==> config.mk <==
export PLATFORM = sky130hd
export DESIGN_NAME = three_axis_pid_motor_drive_top
export DESIGN_NICKNAME = d
export VERILOG_FILES = /design/src/rtl/core/tpmd_pkg.sv /design/src/rtl/core/tpmd_mac.sv /design/src/rtl/core/three_axis_pid_motor_drive_top.sv
export SDC_FILE = /design/constraint.sdc
export NUM_CORES = 2
export LEC_CHECK = 0
export ABC_AREA = 1
export BUFFER_PORTS_ARGS = -buffer_cell sky130_fd_sc_hd__buf_4
export CORE_MARGIN = 5
export CORE_UTILIZATION = 65
export DETAILED_ROUTE_END_ITERATION = 8
export GPL_TIMING_DRIVEN = 0
export PLACE_DENSITY = 0.82
export SYNTH_ARGS = -nofsm -noshare
export SYNTH_HDL_FRONTEND = slang
export SYNTH_SLANG_ARGS = --single-unit
export TNS_END_PERCENT = 50
==> constraint.sdc <==
create_clock -name clk -period 11.3 [get_ports clk]
set_clock_uncertainty 0.2 [all_clocks]
set_input_delay 2.26 -clock clk [delete_from_list [all_inputs] [get_ports clk]]
set_output_delay 2.26 -clock clk [all_outputs]
set_load 0.02 [all_outputs]
==> src/rtl/core/tpmd_pkg.sv <==
`timescale 1ns / 1ps
// ----------------------------------------------------------------------------
// tpmd_pkg: shared types and constants
// Widths, register indexes, sequencer states and the multiplier control
// bundle of the three-axis PID motor drive.
// ----------------------------------------------------------------------------
package tpmd_pkg;

	localparam int AXES      = 3;
	localparam int AXIS_W    = 2;
	localparam int MODE_W    = 2;
	localparam int FRAC_BITS = 16;

	localparam int ANG_W    = 32;
	localparam int ERR_W    = 32;
	localparam int INTEG_W  = 48;
	localparam int DIFF_W   = ERR_W + 1;
	localparam int DV_W     = 49;
	localparam int ENT_W    = ERR_W + INTEG_W + 1;

	// shared multiplier: 33b signed x 25b signed
	localparam int OPA_W    = 33;
	localparam int OPB_W    = 25;
	localparam int LO_W     = OPB_W - 1;
	localparam int MUL_W    = OPA_W + OPB_W;
	localparam int PROD_W   = ANG_W + DV_W;
	localparam int TERM_W   = 48;
	localparam int U_W      = TERM_W + 2;
	localparam int MAG_W    = U_W - 1;

	localparam int CLAMP_W    = 15;
	localparam int SPEED_W    = 8;
	localparam int STEP_W     = 16;
	localparam int STEP_FRAC  = 16;
	localparam int DSCALE_W   = 16;
	localparam int CMD_W      = 9;
	localparam int CFG_IDX_W  = 3;
	localparam int CFG_DATA_W = 16;

	localparam int MODE_I_BIT = 0;
	localparam int MODE_D_BIT = 1;

	localparam logic [AXIS_W-1:0] AX_0 = AXIS_W'(0);
	localparam logic [AXIS_W-1:0] AX_1 = AXIS_W'(1);
	localparam logic [AXIS_W-1:0] AX_2 = AXIS_W'(2);
	localparam logic [AXIS_W-1:0] MIN_SPEED_AXIS = AX_2;

	localparam logic [CLAMP_W-1:0]  RST_CLAMP0  = CLAMP_W'(32);
	localparam logic [CLAMP_W-1:0]  RST_CLAMP1  = CLAMP_W'(40);
	localparam logic [CLAMP_W-1:0]  RST_CLAMP2  = CLAMP_W'(7);
	localparam logic [SPEED_W-1:0]  RST_MAX_SPD = SPEED_W'(100);
	localparam logic [SPEED_W-1:0]  RST_MIN_SPD = SPEED_W'(8);
	localparam logic [STEP_W-1:0]   RST_STEP    = STEP_W'(655);
	localparam logic [DSCALE_W-1:0] RST_DSCALE  = DSCALE_W'(100);

	typedef enum logic [CFG_IDX_W-1:0] {
		REG_CLAMP0,
		REG_CLAMP1,
		REG_CLAMP2,
		REG_MAX_SPEED,
		REG_MIN_SPEED2,
		REG_INTEG_STEP,
		REG_DERIV_SCALE
	} cfg_reg_t;

	typedef enum logic [3:0] {
		ST_IDLE,
		ST_RD,
		ST_INC,
		ST_DV,
		ST_PH,
		ST_IL,
		ST_IH,
		ST_DL,
		ST_DH,
		ST_DP,
		ST_DSUM,
		ST_ABS,
		ST_OUT
	} state_t;

	typedef struct packed {
		logic ld_lo;
		logic ld_prod;
	} mac_ctl_t;

endpackage

==> src/rtl/core/tpmd_mac.sv <==
`timescale 1ns / 1ps
// ----------------------------------------------------------------------------
// tpmd_mac: shared multiplier and gain-term assembly
// Registered 33x25 multiply. A gain term is built from a low and a high
// partial product, floored by FRAC_BITS and saturated to +-(2^47-1).
// ----------------------------------------------------------------------------
module tpmd_mac (
	input  logic                               clk,
	input  tpmd_pkg::mac_ctl_t                 ctl,
	input  logic signed [tpmd_pkg::OPA_W-1:0]  op_a,
	input  logic signed [tpmd_pkg::OPB_W-1:0]  op_b,
	output logic signed [tpmd_pkg::MUL_W-1:0]  product,
	output logic signed [tpmd_pkg::TERM_W-1:0] term
);
	import tpmd_pkg::*;

	localparam int Q_W = PROD_W - FRAC_BITS;
	localparam logic signed [Q_W-1:0] Q_HI = {{(Q_W-TERM_W+1){1'b0}}, {(TERM_W-1){1'b1}}};
	localparam logic signed [Q_W-1:0] Q_LO = -Q_HI;
	localparam logic signed [TERM_W-1:0] T_HI = {1'b0, {(TERM_W-1){1'b1}}};
	localparam logic signed [TERM_W-1:0] T_LO = -T_HI;

	logic signed [MUL_W-1:0]  mul_q;
	logic signed [MUL_W-1:0]  lo_q;
	logic signed [PROD_W-1:0] prod_q;
	logic signed [Q_W-1:0]    quo;

	always_ff @(posedge clk) begin
		mul_q <= op_a * op_b;
		if (ctl.ld_lo) begin
			lo_q <= mul_q;
		end
		if (ctl.ld_prod) begin
			prod_q <= (PROD_W'(mul_q) <<< LO_W) + PROD_W'(lo_q);
		end
	end

	// floor(prod / 2^F): arithmetic part-select
	assign quo     = prod_q[PROD_W-1:FRAC_BITS];
	assign product = mul_q;

	always_comb begin
		if (quo > Q_HI) begin
			term = T_HI;
		end else if (quo < Q_LO) begin
			term = T_LO;
		end else begin
			term = quo[TERM_W-1:0];
		end
	end

endmodule

==> src/rtl/core/three_axis_pid_motor_drive_top.sv <==
`timescale 1ns / 1ps
// ----------------------------------------------------------------------------
// three_axis_pid_motor_drive_top: three-axis PID controller, motor command
// Fixed-point PID with clamping anti-windup and per-axis state in a RAM.
//
// Each input beat names an axis, a mode (P, PI, PD, PID), target and measured
// angles and the three gains, all signed Q16.16; each beat yields exactly one
// output beat with the signed motor command and the axis's new freeze flag.
// Items are handled one at a time. A result is built with the one shared
// 33x25 multiplier, which runs eight products in sequence (integral
// increment, derivative difference, then low and high halves of the three
// gain terms), and lands in the output register when the sequencer leaves
// its output state; the sequencer then returns to idle before it takes the
// next item. An item with axis 3 bypasses the arithmetic and its zero
// command goes straight from acceptance to the output state. A result that
// finds the output register still full and not being taken waits, and the
// input stalls with it. in_ready is high while the sequencer is idle, also
// when a finished result still waits in the output register; the next
// result waits there only if that beat has not been taken. Per-axis previous
// error, integral and freeze flag live in a small RAM read at acceptance and
// written back when the result is issued, so successive items on the same
// axis never overlap. Valid bits, cleared by reset, make every axis read as
// zero state until first written. Configuration writes take effect for items
// accepted after the write; an item still in progress also sees them.
// ----------------------------------------------------------------------------
module three_axis_pid_motor_drive_top (
	input  logic                                  clk,
	input  logic                                  arst_n,
	// configuration
	input  logic                                  cfg_we,
	input  logic [tpmd_pkg::CFG_IDX_W-1:0]        cfg_index,
	input  logic [tpmd_pkg::CFG_DATA_W-1:0]       cfg_wdata,
	// input channel
	input  logic                                  in_valid,
	output logic                                  in_ready,
	input  logic [tpmd_pkg::AXIS_W-1:0]           axis,
	input  logic [tpmd_pkg::MODE_W-1:0]           mode,
	input  logic signed [tpmd_pkg::ANG_W-1:0]     target_angle,
	input  logic signed [tpmd_pkg::ANG_W-1:0]     measured_angle,
	input  logic signed [tpmd_pkg::ANG_W-1:0]     gain_p,
	input  logic signed [tpmd_pkg::ANG_W-1:0]     gain_i,
	input  logic signed [tpmd_pkg::ANG_W-1:0]     gain_d,
	// output channel
	output logic                                  out_valid,
	input  logic                                  out_ready,
	output logic signed [tpmd_pkg::CMD_W-1:0]     motor_command,
	output logic                                  integrator_frozen
);
	import tpmd_pkg::*;

	localparam logic signed [ERR_W-1:0]   E_MAX = {1'b0, {(ERR_W-1){1'b1}}};
	localparam logic signed [ERR_W-1:0]   E_MIN = {1'b1, {(ERR_W-1){1'b0}}};
	localparam logic signed [INTEG_W-1:0] I_MAX = {1'b0, {(INTEG_W-1){1'b1}}};
	localparam logic signed [INTEG_W-1:0] I_MIN = {1'b1, {(INTEG_W-1){1'b0}}};
	localparam int LIM_W = CLAMP_W + FRAC_BITS;
	localparam int SPD_RAW_W = MAG_W - FRAC_BITS;

	// ---------------- configuration registers ----------------
	logic [CLAMP_W-1:0]  clamp0_q, clamp1_q, clamp2_q;
	logic [SPEED_W-1:0]  max_spd_q, min_spd_q;
	logic [STEP_W-1:0]   step_q;
	logic [DSCALE_W-1:0] dscale_q;

	always_ff @(posedge clk or negedge arst_n) begin
		if (!arst_n) begin
			clamp0_q  <= RST_CLAMP0;
			clamp1_q  <= RST_CLAMP1;
			clamp2_q  <= RST_CLAMP2;
			max_spd_q <= RST_MAX_SPD;
			min_spd_q <= RST_MIN_SPD;
			step_q    <= RST_STEP;
			dscale_q  <= RST_DSCALE;
		end else if (cfg_we) begin
			case (cfg_index)
				REG_CLAMP0:      clamp0_q  <= cfg_wdata[CLAMP_W-1:0];
				REG_CLAMP1:      clamp1_q  <= cfg_wdata[CLAMP_W-1:0];
				REG_CLAMP2:      clamp2_q  <= cfg_wdata[CLAMP_W-1:0];
				REG_MAX_SPEED:   max_spd_q <= cfg_wdata[SPEED_W-1:0];
				REG_MIN_SPEED2:  min_spd_q <= cfg_wdata[SPEED_W-1:0];
				REG_INTEG_STEP:  step_q    <= cfg_wdata[STEP_W-1:0];
				REG_DERIV_SCALE: dscale_q  <= cfg_wdata[DSCALE_W-1:0];
				default: ;
			endcase
		end
	end

	// ---------------- sequencer ----------------
	state_t state_q, state_nx;
	logic   accept, axis_ok, fire, out_free, mem_we;
	logic   out_valid_q;
	mac_ctl_t mac_ctl;

	assign axis_ok  = axis < AXIS_W'(AXES);
	assign accept   = in_valid && in_ready;
	assign out_free = !out_valid_q || out_ready;

	always_comb begin
		state_nx = state_q;
		case (state_q)
			ST_IDLE: begin
				if (in_valid) begin
					state_nx = axis_ok ? ST_RD : ST_OUT;
				end
			end
			ST_RD:   state_nx = ST_INC;
			ST_INC:  state_nx = ST_DV;
			ST_DV:   state_nx = ST_PH;
			ST_PH:   state_nx = ST_IL;
			ST_IL:   state_nx = ST_IH;
			ST_IH:   state_nx = ST_DL;
			ST_DL:   state_nx = ST_DH;
			ST_DH:   state_nx = ST_DP;
			ST_DP:   state_nx = ST_DSUM;
			ST_DSUM: state_nx = ST_ABS;
			ST_ABS:  state_nx = ST_OUT;
			ST_OUT: begin
				if (out_free) begin
					state_nx = ST_IDLE;
				end
			end
			default: state_nx = ST_IDLE;
		endcase
	end

	always_ff @(posedge clk or negedge arst_n) begin
		if (!arst_n) begin
			state_q <= ST_IDLE;
		end else begin
			state_q <= state_nx;
		end
	end

	// ---------------- captured item ----------------
	logic [AXIS_W-1:0]       axis_q;
	logic [MODE_W-1:0]       mode_q;
	logic signed [ANG_W-1:0] kp_q, ki_q, kd_q;
	logic signed [ERR_W-1:0] e_q;
	logic                    bad_q;
	logic signed [DIFF_W-1:0] ang_diff;
	logic signed [ERR_W-1:0]  e_sat;

	assign ang_diff = DIFF_W'(target_angle) - DIFF_W'(measured_angle);

	always_comb begin
		if (ang_diff[DIFF_W-1] != ang_diff[DIFF_W-2]) begin
			e_sat = ang_diff[DIFF_W-1] ? E_MIN : E_MAX;
		end else begin
			e_sat = ang_diff[ERR_W-1:0];
		end
	end

	always_ff @(posedge clk) begin
		if (accept) begin
			axis_q <= axis;
			mode_q <= mode;
			kp_q   <= gain_p;
			ki_q   <= gain_i;
			kd_q   <= gain_d;
			e_q    <= e_sat;
			bad_q  <= !axis_ok;
		end
	end

	// ---------------- per-axis state RAM ----------------
	logic [ENT_W-1:0] mem [AXES];
	logic [ENT_W-1:0] rd_q, wr_data, cur;
	logic [AXES-1:0]  vld_q;
	logic             rd_vld_q;
	logic signed [ERR_W-1:0]   prev_err;
	logic signed [INTEG_W-1:0] integ_old, integ_new_q;
	logic                      flag_old;

	always_ff @(posedge clk) begin
		if (mem_we) begin
			mem[axis_q] <= wr_data;
		end
		if (accept && axis_ok) begin
			rd_q <= mem[axis];
		end
	end

	always_ff @(posedge clk or negedge arst_n) begin
		if (!arst_n) begin
			vld_q    <= '0;
			rd_vld_q <= 1'b0;
		end else begin
			if (mem_we) begin
				vld_q[axis_q] <= 1'b1;
			end
			if (accept && axis_ok) begin
				rd_vld_q <= vld_q[axis];
			end
		end
	end

	// never-written axis reads as zero state
	assign cur       = rd_vld_q ? rd_q : '0;
	assign prev_err  = cur[ERR_W-1:0];
	assign integ_old = cur[ERR_W +: INTEG_W];
	assign flag_old  = cur[ENT_W-1];

	logic use_i, use_d;
	assign use_i = mode_q[MODE_I_BIT] && !flag_old;
	assign use_d = mode_q[MODE_D_BIT];

	// ---------------- multiplier operands ----------------
	logic signed [OPA_W-1:0]  op_a;
	logic signed [OPB_W-1:0]  op_b;
	logic signed [MUL_W-1:0]  mul_p;
	logic signed [TERM_W-1:0] term;
	logic signed [DV_W-1:0]   e_ext, i_ext, dv_q;

	assign e_ext = DV_W'(e_q);
	assign i_ext = DV_W'(integ_new_q);

	always_comb begin
		op_a    = '0;
		op_b    = '0;
		mac_ctl = '0;
		case (state_q)
			ST_RD: begin
				op_a = OPA_W'(e_q);
				op_b = {{(OPB_W-STEP_W){1'b0}}, step_q};
			end
			ST_INC: begin
				op_a = OPA_W'(e_q) - OPA_W'(prev_err);
				op_b = {{(OPB_W-DSCALE_W){1'b0}}, dscale_q};
			end
			ST_DV: begin
				op_a = OPA_W'(kp_q);
				op_b = {1'b0, e_ext[LO_W-1:0]};
			end
			ST_PH: begin
				op_a = OPA_W'(kp_q);
				op_b = e_ext[DV_W-1:LO_W];
				mac_ctl.ld_lo = 1'b1;
			end
			ST_IL: begin
				op_a = OPA_W'(ki_q);
				op_b = {1'b0, i_ext[LO_W-1:0]};
				mac_ctl.ld_prod = 1'b1;
			end
			ST_IH: begin
				op_a = OPA_W'(ki_q);
				op_b = i_ext[DV_W-1:LO_W];
				mac_ctl.ld_lo = 1'b1;
			end
			ST_DL: begin
				op_a = OPA_W'(kd_q);
				op_b = {1'b0, dv_q[LO_W-1:0]};
				mac_ctl.ld_prod = 1'b1;
			end
			ST_DH: begin
				op_a = OPA_W'(kd_q);
				op_b = dv_q[DV_W-1:LO_W];
				mac_ctl.ld_lo = 1'b1;
			end
			ST_DP: begin
				mac_ctl.ld_prod = 1'b1;
			end
			default: ;
		endcase
	end

	tpmd_mac u_mac (
		.clk     (clk),
		.ctl     (mac_ctl),
		.op_a    (op_a),
		.op_b    (op_b),
		.product (mul_p),
		.term    (term)
	);

	// ---------------- integral and derivative ----------------
	logic signed [ERR_W:0]   inc;
	logic signed [INTEG_W:0] isum;

	// floor(e * step / 2^16)
	assign inc  = mul_p[STEP_FRAC +: ERR_W+1];
	assign isum = (INTEG_W+1)'(integ_old) + (INTEG_W+1)'(inc);

	always_ff @(posedge clk) begin
		if (state_q == ST_INC) begin
			if (isum[INTEG_W] != isum[INTEG_W-1]) begin
				integ_new_q <= isum[INTEG_W] ? I_MIN : I_MAX;
			end else begin
				integ_new_q <= isum[INTEG_W-1:0];
			end
		end
		if (state_q == ST_DV) begin
			dv_q <= mul_p[DV_W-1:0];
		end
	end

	// ---------------- control value ----------------
	logic signed [U_W-1:0] u_q;
	logic [MAG_W-1:0]      umag_q;
	logic                  uneg_q;

	always_ff @(posedge clk) begin
		case (state_q)
			ST_IH: u_q <= U_W'(term);
			ST_DH: begin
				if (use_i) begin
					u_q <= u_q + U_W'(term);
				end
			end
			ST_DSUM: begin
				if (use_d) begin
					u_q <= u_q + U_W'(term);
				end
			end
			ST_ABS: begin
				uneg_q <= u_q[U_W-1];
				umag_q <= u_q[U_W-1] ? MAG_W'(-u_q) : MAG_W'(u_q);
			end
			default: ;
		endcase
	end

	// ---------------- freeze flag and speed ----------------
	logic [CLAMP_W-1:0]   lim_sel;
	logic [LIM_W-1:0]     lim;
	logic [SPD_RAW_W-1:0] spd_raw;
	logic [SPEED_W-1:0]   spd_cap, spd;
	logic                 frozen, frozen_o;
	logic signed [CMD_W-1:0] cmd;

	always_comb begin
		case (axis_q)
			AX_0:    lim_sel = clamp0_q;
			AX_1:    lim_sel = clamp1_q;
			AX_2:    lim_sel = clamp2_q;
			default: lim_sel = '0;
		endcase
	end

	assign lim     = {lim_sel, {FRAC_BITS{1'b0}}};
	assign frozen  = (uneg_q == e_q[ERR_W-1]) && (umag_q > MAG_W'(lim));
	assign spd_raw = umag_q[MAG_W-1:FRAC_BITS];
	assign spd_cap = (spd_raw > SPD_RAW_W'(max_spd_q)) ? max_spd_q : spd_raw[SPEED_W-1:0];

	always_comb begin
		spd = spd_cap;
		if (axis_q == MIN_SPEED_AXIS && spd_cap < min_spd_q) begin
			spd = min_spd_q;
		end
		// motor turns against the control value
		if (bad_q) begin
			cmd      = '0;
			frozen_o = 1'b0;
		end else begin
			cmd      = uneg_q ? $signed({1'b0, spd}) : -$signed({1'b0, spd});
			frozen_o = frozen;
		end
	end

	assign fire    = (state_q == ST_OUT) && out_free;
	assign mem_we  = fire && !bad_q;
	assign wr_data = {frozen, (use_i ? integ_new_q : integ_old), e_q};

	// ---------------- output register ----------------
	logic signed [CMD_W-1:0] cmd_q;
	logic                    frz_q;

	always_ff @(posedge clk or negedge arst_n) begin
		if (!arst_n) begin
			out_valid_q <= 1'b0;
		end else if (fire) begin
			out_valid_q <= 1'b1;
		end else if (out_ready) begin
			out_valid_q <= 1'b0;
		end
	end

	always_ff @(posedge clk) begin
		if (fire) begin
			cmd_q <= cmd;
			frz_q <= frozen_o;
		end
	end

	assign in_ready          = (state_q == ST_IDLE);
	assign out_valid         = out_valid_q;
	assign motor_command     = cmd_q;
	assign integrator_frozen = frz_q;

endmodule

**Word-level counts from Yosys, hierarchy flattened**

Memory sizes are Yosys's and may differ from the RTL's. A register that Yosys moved wholly into a read port is not among the register bits.
Index checks and enable logic that the tools add are counted.
W data, S select, Z words.

- Output and inout bits: 12
- Register bits after elaboration: 639
- Input port bits: 188
- Logic and storage cells: 140
- Memories kept: 1
- Bits in writable memories: 243

- Bitwise gates (word level): 1
- Muxes and demuxes: 32
- Reduce and logical (&&, ||, !) cells: 33
- Order comparisons: 9
- $add $sub $neg: 7
- Multipliers: 1
- Equality and inequality tests: 27

Memory list:

| memory | depth | bits a word | read ports | clocked after memory_dff | wr ports | RTL line | RTL |
|---|---|---|---|---|---|---|---|
| mem | 3 | 81 | 1 | 1 | 1 | three_axis_pid_motor_drive_top.sv:165 | `logic [ENT_W-1:0] mem [AXES];` |

Operators by type and width:

| cell | count |
|---|---|
| $mux W48 | 5 |
| $pmux W25 S8 | 1 |
| $pmux W33 S5 | 1 |
| $pmux W50 S3 | 1 |
| $mux W50 | 2 |
| $add A81 B58 Y81 | 1 |
| $mux W81 | 1 |
| $sub A32 B32 Y33 | 2 |
| $gt A65 B48 Y1 const B | 1 |
| $lt A65 B48 Y1 const B | 1 |
| $mux W32 | 2 |
| $mul A33 B25 Y58 | 1 |
| $pmux W4 S13 | 1 |
| $add A50 B48 Y50 | 1 |
| $add A48 B33 Y49 | 1 |
| $gt A49 B31 Y1 | 1 |
| $mux W49 | 1 |
| $neg A49 Y49 | 1 |
| $pmux W15 S3 | 1 |
| $gt A33 B8 Y1 | 1 |
| $mux W8 | 3 |
| $eq A4 B4 Y1 const B | 5 |
| $eq A4 B3 Y1 const B | 4 |
| $reduce_and A2 Y1 | 8 |
| other kinds (31) | 63 |

**Logic depth before layout (Yosys ltp)**

- Depth after elaboration: 7
- Gate-level depth with buffers: 52
- Gate-level depth less buffers: 49

**Cells and area by module**

A second synthesis with hierarchy kept.

- Cell total of the unflattened synthesis: 10,152
- Area total of the unflattened synthesis: 83,857.9 um^2

By module, submodules not included:

| module | instances | area an instance (um^2) | cells an instance | seq. area each (um^2) |
|---|---|---|---|---|
| tpmd_mac | 1 | 42,280.6 | 5,768 | 4,374.2 |
| three_axis_pid_motor_drive_top | 1 | 41,577.4 | 4,384 | 22,515.3 |

**Worst setup path after synthesis**

No wires, ideal clock.

- Kind: reg-to-reg
- From: reg state_q[3]
- To: reg u_mac.mul_q[54], in the netlist u_mac.product[54]
- Required time: 10,977 ps
- Arrival time: 9,730 ps
- Setup time: 123 ps
- Buffers on the path: 2
- Setup slack: 1,247 ps
- Stages on the path, launching flop included: 31
- Period minus slack after synthesis: 10,053 ps
- Cell sequence: dfrtp_1 nor2_1 inv_1 nor2_1 inv_1 buf_2 o21ai_0 nor4_1 clkbuf_1 inv_1 nand2_1 fa_1 inv_1 fa_1 inv_1 fa_1 inv_1 fa_1 fa_1 fa_1 inv_1 fa_1 inv_1 ha_1 a21oi_1 inv_1 a31oi_1 o21ai_0 a31oi_1 o21ai_1 xor2_1

- Longest elaborated chain between the ends: 4
- Elaborated cells between the ends (all ways): 14
- Classes of those cells: 1 x mul; 8 x eq/ne; 2 x mux; 3 x reduce/logical

RTL lines:

| item | RTL line | RTL |
|---|---|---|
| from (decl) | three_axis_pid_motor_drive_top.sv:88 | `state_t state_q, state_nx;` |
| from (signal assigned) | three_axis_pid_motor_drive_top.sv:129 | `state_q <= state_nx;` |
| $eq A4 B4 Y1, or another cell as far along | three_axis_pid_motor_drive_top.sv:220 | `case (state_q)` |
| $reduce_or A2 Y1 (no source line) | n/a |  |
| $pmux W33 S5 | three_axis_pid_motor_drive_top.sv:220 |  |
| $mul A33 B25 Y58 (*) | tpmd_mac.sv:29 | `mul_q <= op_a * op_b;` |
| to (signal assigned) | tpmd_mac.sv:29 |  |
| to (decl) | tpmd_mac.sv:23 | `logic signed [MUL_W-1:0] mul_q;` |

Mark *: on every way between the ends. The rest lies on a longest branch, timed or not.
A chain may end at the register's enable or synchronous reset.

**Worst setup path after layout**

- From: reg state_q[0]
- To: reg u_mac.mul_q[57], in the netlist u_mac.product[57]

The elaborated chain is that of the path after synthesis.

==> metrics.yaml <==
status: "finished with violations"
violations: "max-capacitance violations, max-slew violations"
critPathSlowestCell: "nor4_1"
path_max_fanout: 10
dp_hpwl_um: 205000
synth.most_common_cell: "inv_1"
antenna_found_initial: 16
r2r_end: "u_mac.product[57]"
hold_buffers: 0
drive_gt1_frac: 0.0748
wl_met1_um: 90000
synthFlopType: "edfxtp_1"
max-slew-margin-rel: -0.0515
synth_top_area_frac: 0.297
cts_made_buffers: 95
yosysTopAreaCell: "edfxtp_1"
dr_wl_met3_um: 32300
finalSetupViolations: 0
area_growth_pct: 9.72
core_area_mm2: 0.120
ys_ff_latch: 931
postSynthCellCount: 8551
fp.dieH_um: 357
fin_crit_ps: 11190
synth-seq-area-share: 0.345
cts_tree: "yes"
grt_overflow: 0
yosys-top-cells-count: "inv_1, nand2_1, nor2_1, fa_1, edfxtp_1"
die-area_mm2: 0.127
grt_pass1_vias: 64639
grt.total_usage: 0.406
num_rows: 127
pin_count: 200
grt_pass1_wl_um: 385000
cp.arrival_ps: 11620
drt_pre_antenna_iters: 7
max_freq_ghz: 0.0893
htree_num_levels: 3
wl_per_cell_um: 24.2
synthesis.area_mm2: 0.0780
r2r-start: "state_q[0]"
gp_congestion: 1.06
highest_layer: "met5"
via_count: 64343
finalMaxSlewViolations: 7
multi_input_area_mm2: 0.0441
crit_type: "flip-flop to flip-flop"
cts.sink_count: 931
nNetsFinal: 10333
drc_errors: 0
timing_worst_slew_pin_value_ps: 1560
worstSetupStartpoint: "state_q[0]"
drt_iter0_drc: 7908
synthTopCellsByArea: "edfxtp_1, fa_1, inv_1"
endpoint_kind: "flip-flop"
seq_area_mm2: 0.0269
yosysUniqueCellTypes: 73
drt-total-wl_um: 256000
path_delay_family: "adder cells"
worstHoldPathType: "flip-flop to flip-flop"
nFillCells: 8938
hold-worst-slack_ps: 203
ff2ff_path_depth: 36
clockBufferDepth: 3
crit_top_cell: "fa_1"
start_util: 0.652
root_buffer: "clkbuf_16"
clk_pin_slew_worst_paths_ps: 70
synth_edf_count: 771
dieWidth_um: 357
maxCapViolCount: 3
slowest_delay_ps: 1350
ant_nets: 0
avgViaCountPerCell: 6.08
route.met2.wl_um: 113000
cp-endpoint: "u_mac.product[57]"
hold_viol: 0
clk-insertion-delay-late_ps: 740
avgSynthCellArea_um2: 9.13
regToRegSetupSlack_ps: 110
cp_num_cells: 36
async_reset_ff_frac: 0.110
required_ps: 11730
finalCritPeriodShare: 0.991
synth_warnings: 0
cp-start-kind: "flip-flop"
grt_max_degree: 103
io_buffer_count: 199
worst-path-buf-inv: 12
synth.net_count: 9992
==> placed cells by master (no fill, tap or decap), types with 14 or more instances in the layout <==
master,n
buf_6,17
a21oi_1,579
fa_1,845
dfstp_2,19
nor4_1,39
or2_2,18
nand3_1,115
xnor2_1,103
clkinv_2,14
buf_12,17
nor3_1,42
inv_2,25
clkbuf_1,181
xor2_1,170
edfxtp_1,771
a221oi_1,55
dfxtp_1,58
nand4_1,36
dfrtp_1,82
buf_4,214
buf_2,80
clkinv_1,21
nor2_1,906
a21boi_1,16
o21ai_0,378
a21o_1,21
inv_1,1592
nand2_1,1533
ha_1,406
o211ai_1,17
o21a_1,31
clkbuf_16,96
o21ai_1,55
o21ai_2,41
a22o_1,40
a31oi_1,88
==> state kept, by name, summed over array words and instances, names as in the netlist, 32 cells and up <==
signal,flops
dv_q,49
e_q,32
integ_new_q,48
kd_q,32
ki_q,32
kp_q,32
mem,243
rd_q,81
u_mac.lo_q,42
u_mac.prod_q,65
u_mac.product,58
u_q,50
umag_q,49
==> repair_timing <==
| item | in CTS | in global routing |
|---|---|---|
| endpoints found under the setup margin | 21 | 17 |
| resized for setup | 4 | 18 |
| setup buffers | 0 | 2 |
==> cell type report <==
cell class                      instances  share of cell area
Inverter                             1626              0.0713
Multi-Input combinational cell       5724               0.515
Buffer                                269              0.0140
Clock inverter                         61             0.00769
Antenna cell                            5            0.000146
Sequential cell                       931               0.314
Clock buffer                          115              0.0292
Tap cell                             1612              0.0236
Timing Repair Buffer                  245              0.0255
==> worst reg2reg max path: cells and delay by family, from the launching register on <==
family	cells	cell delay, ps
adders and majority gates	8	4270
DFF	1	350
xor gates and xnor gates	1	200
buffers and inverters	12	2330
AOI/OAI and AO/OA	8	1580
and+or+nand+nor	7	2220
==> cells by family (layout without fill, tap and decap cells) <==
kind of cell,after synthesis,after routing,synth area share
AOI/OAI and AO/OA,1423,1423,0.106
xor gates and xnor gates,274,274,0.0308
adders and majority gates,1253,1253,0.282
buffers and inverters,1896,2316,0.0934
DFF,931,931,0.345
other,0,5,0
and+or+nand+nor,2774,2774,0.142
==> stage by stage <==
stage	area [um2]	utilization	worst slack, ps	TNS (ps)	cells
finish	85600	0.716	107	0	10588
global route	85600	0.716	-7.93	-7.93	10583
CTS	85500	0.715	47.8	0	10580
detailed placement	82400	0.688	-814	-7490	10405
global placement	81600	0.682	-1900	-189160	10362
floorplan	78000	-	1250	0	8551
==> worst min-delay path by stage <==
stage | to | start | cells past startpoint | slack (ps)
2_1_floorplan | u_mac.lo_q[57] | u_mac.product[57] | 0 | 190
3_3_place_gp | u_mac.lo_q[57] | u_mac.product[57] | 0 | 190
3_5_place_dp | u_mac.lo_q[57] | u_mac.product[57] | 0 | 190
4_1_cts | u_mac.lo_q[57] | u_mac.product[57] | 0 | 200
5_1_grt | u_mac.lo_q[57] | u_mac.product[57] | 0 | 220
6_report | u_mac.lo_q[57] | u_mac.product[57] | 0 | 200
==> routing by layer <==
metal  vias up  global-route usage
met2      4298               0.627
li1      28062                   -
met4        20               0.256
met1     30875               0.506
met5         -                   0
met3      1088               0.119
Power is not shown: default switching activity piles up to over one toggle a cycle in this logic, so the estimate is an artifact.
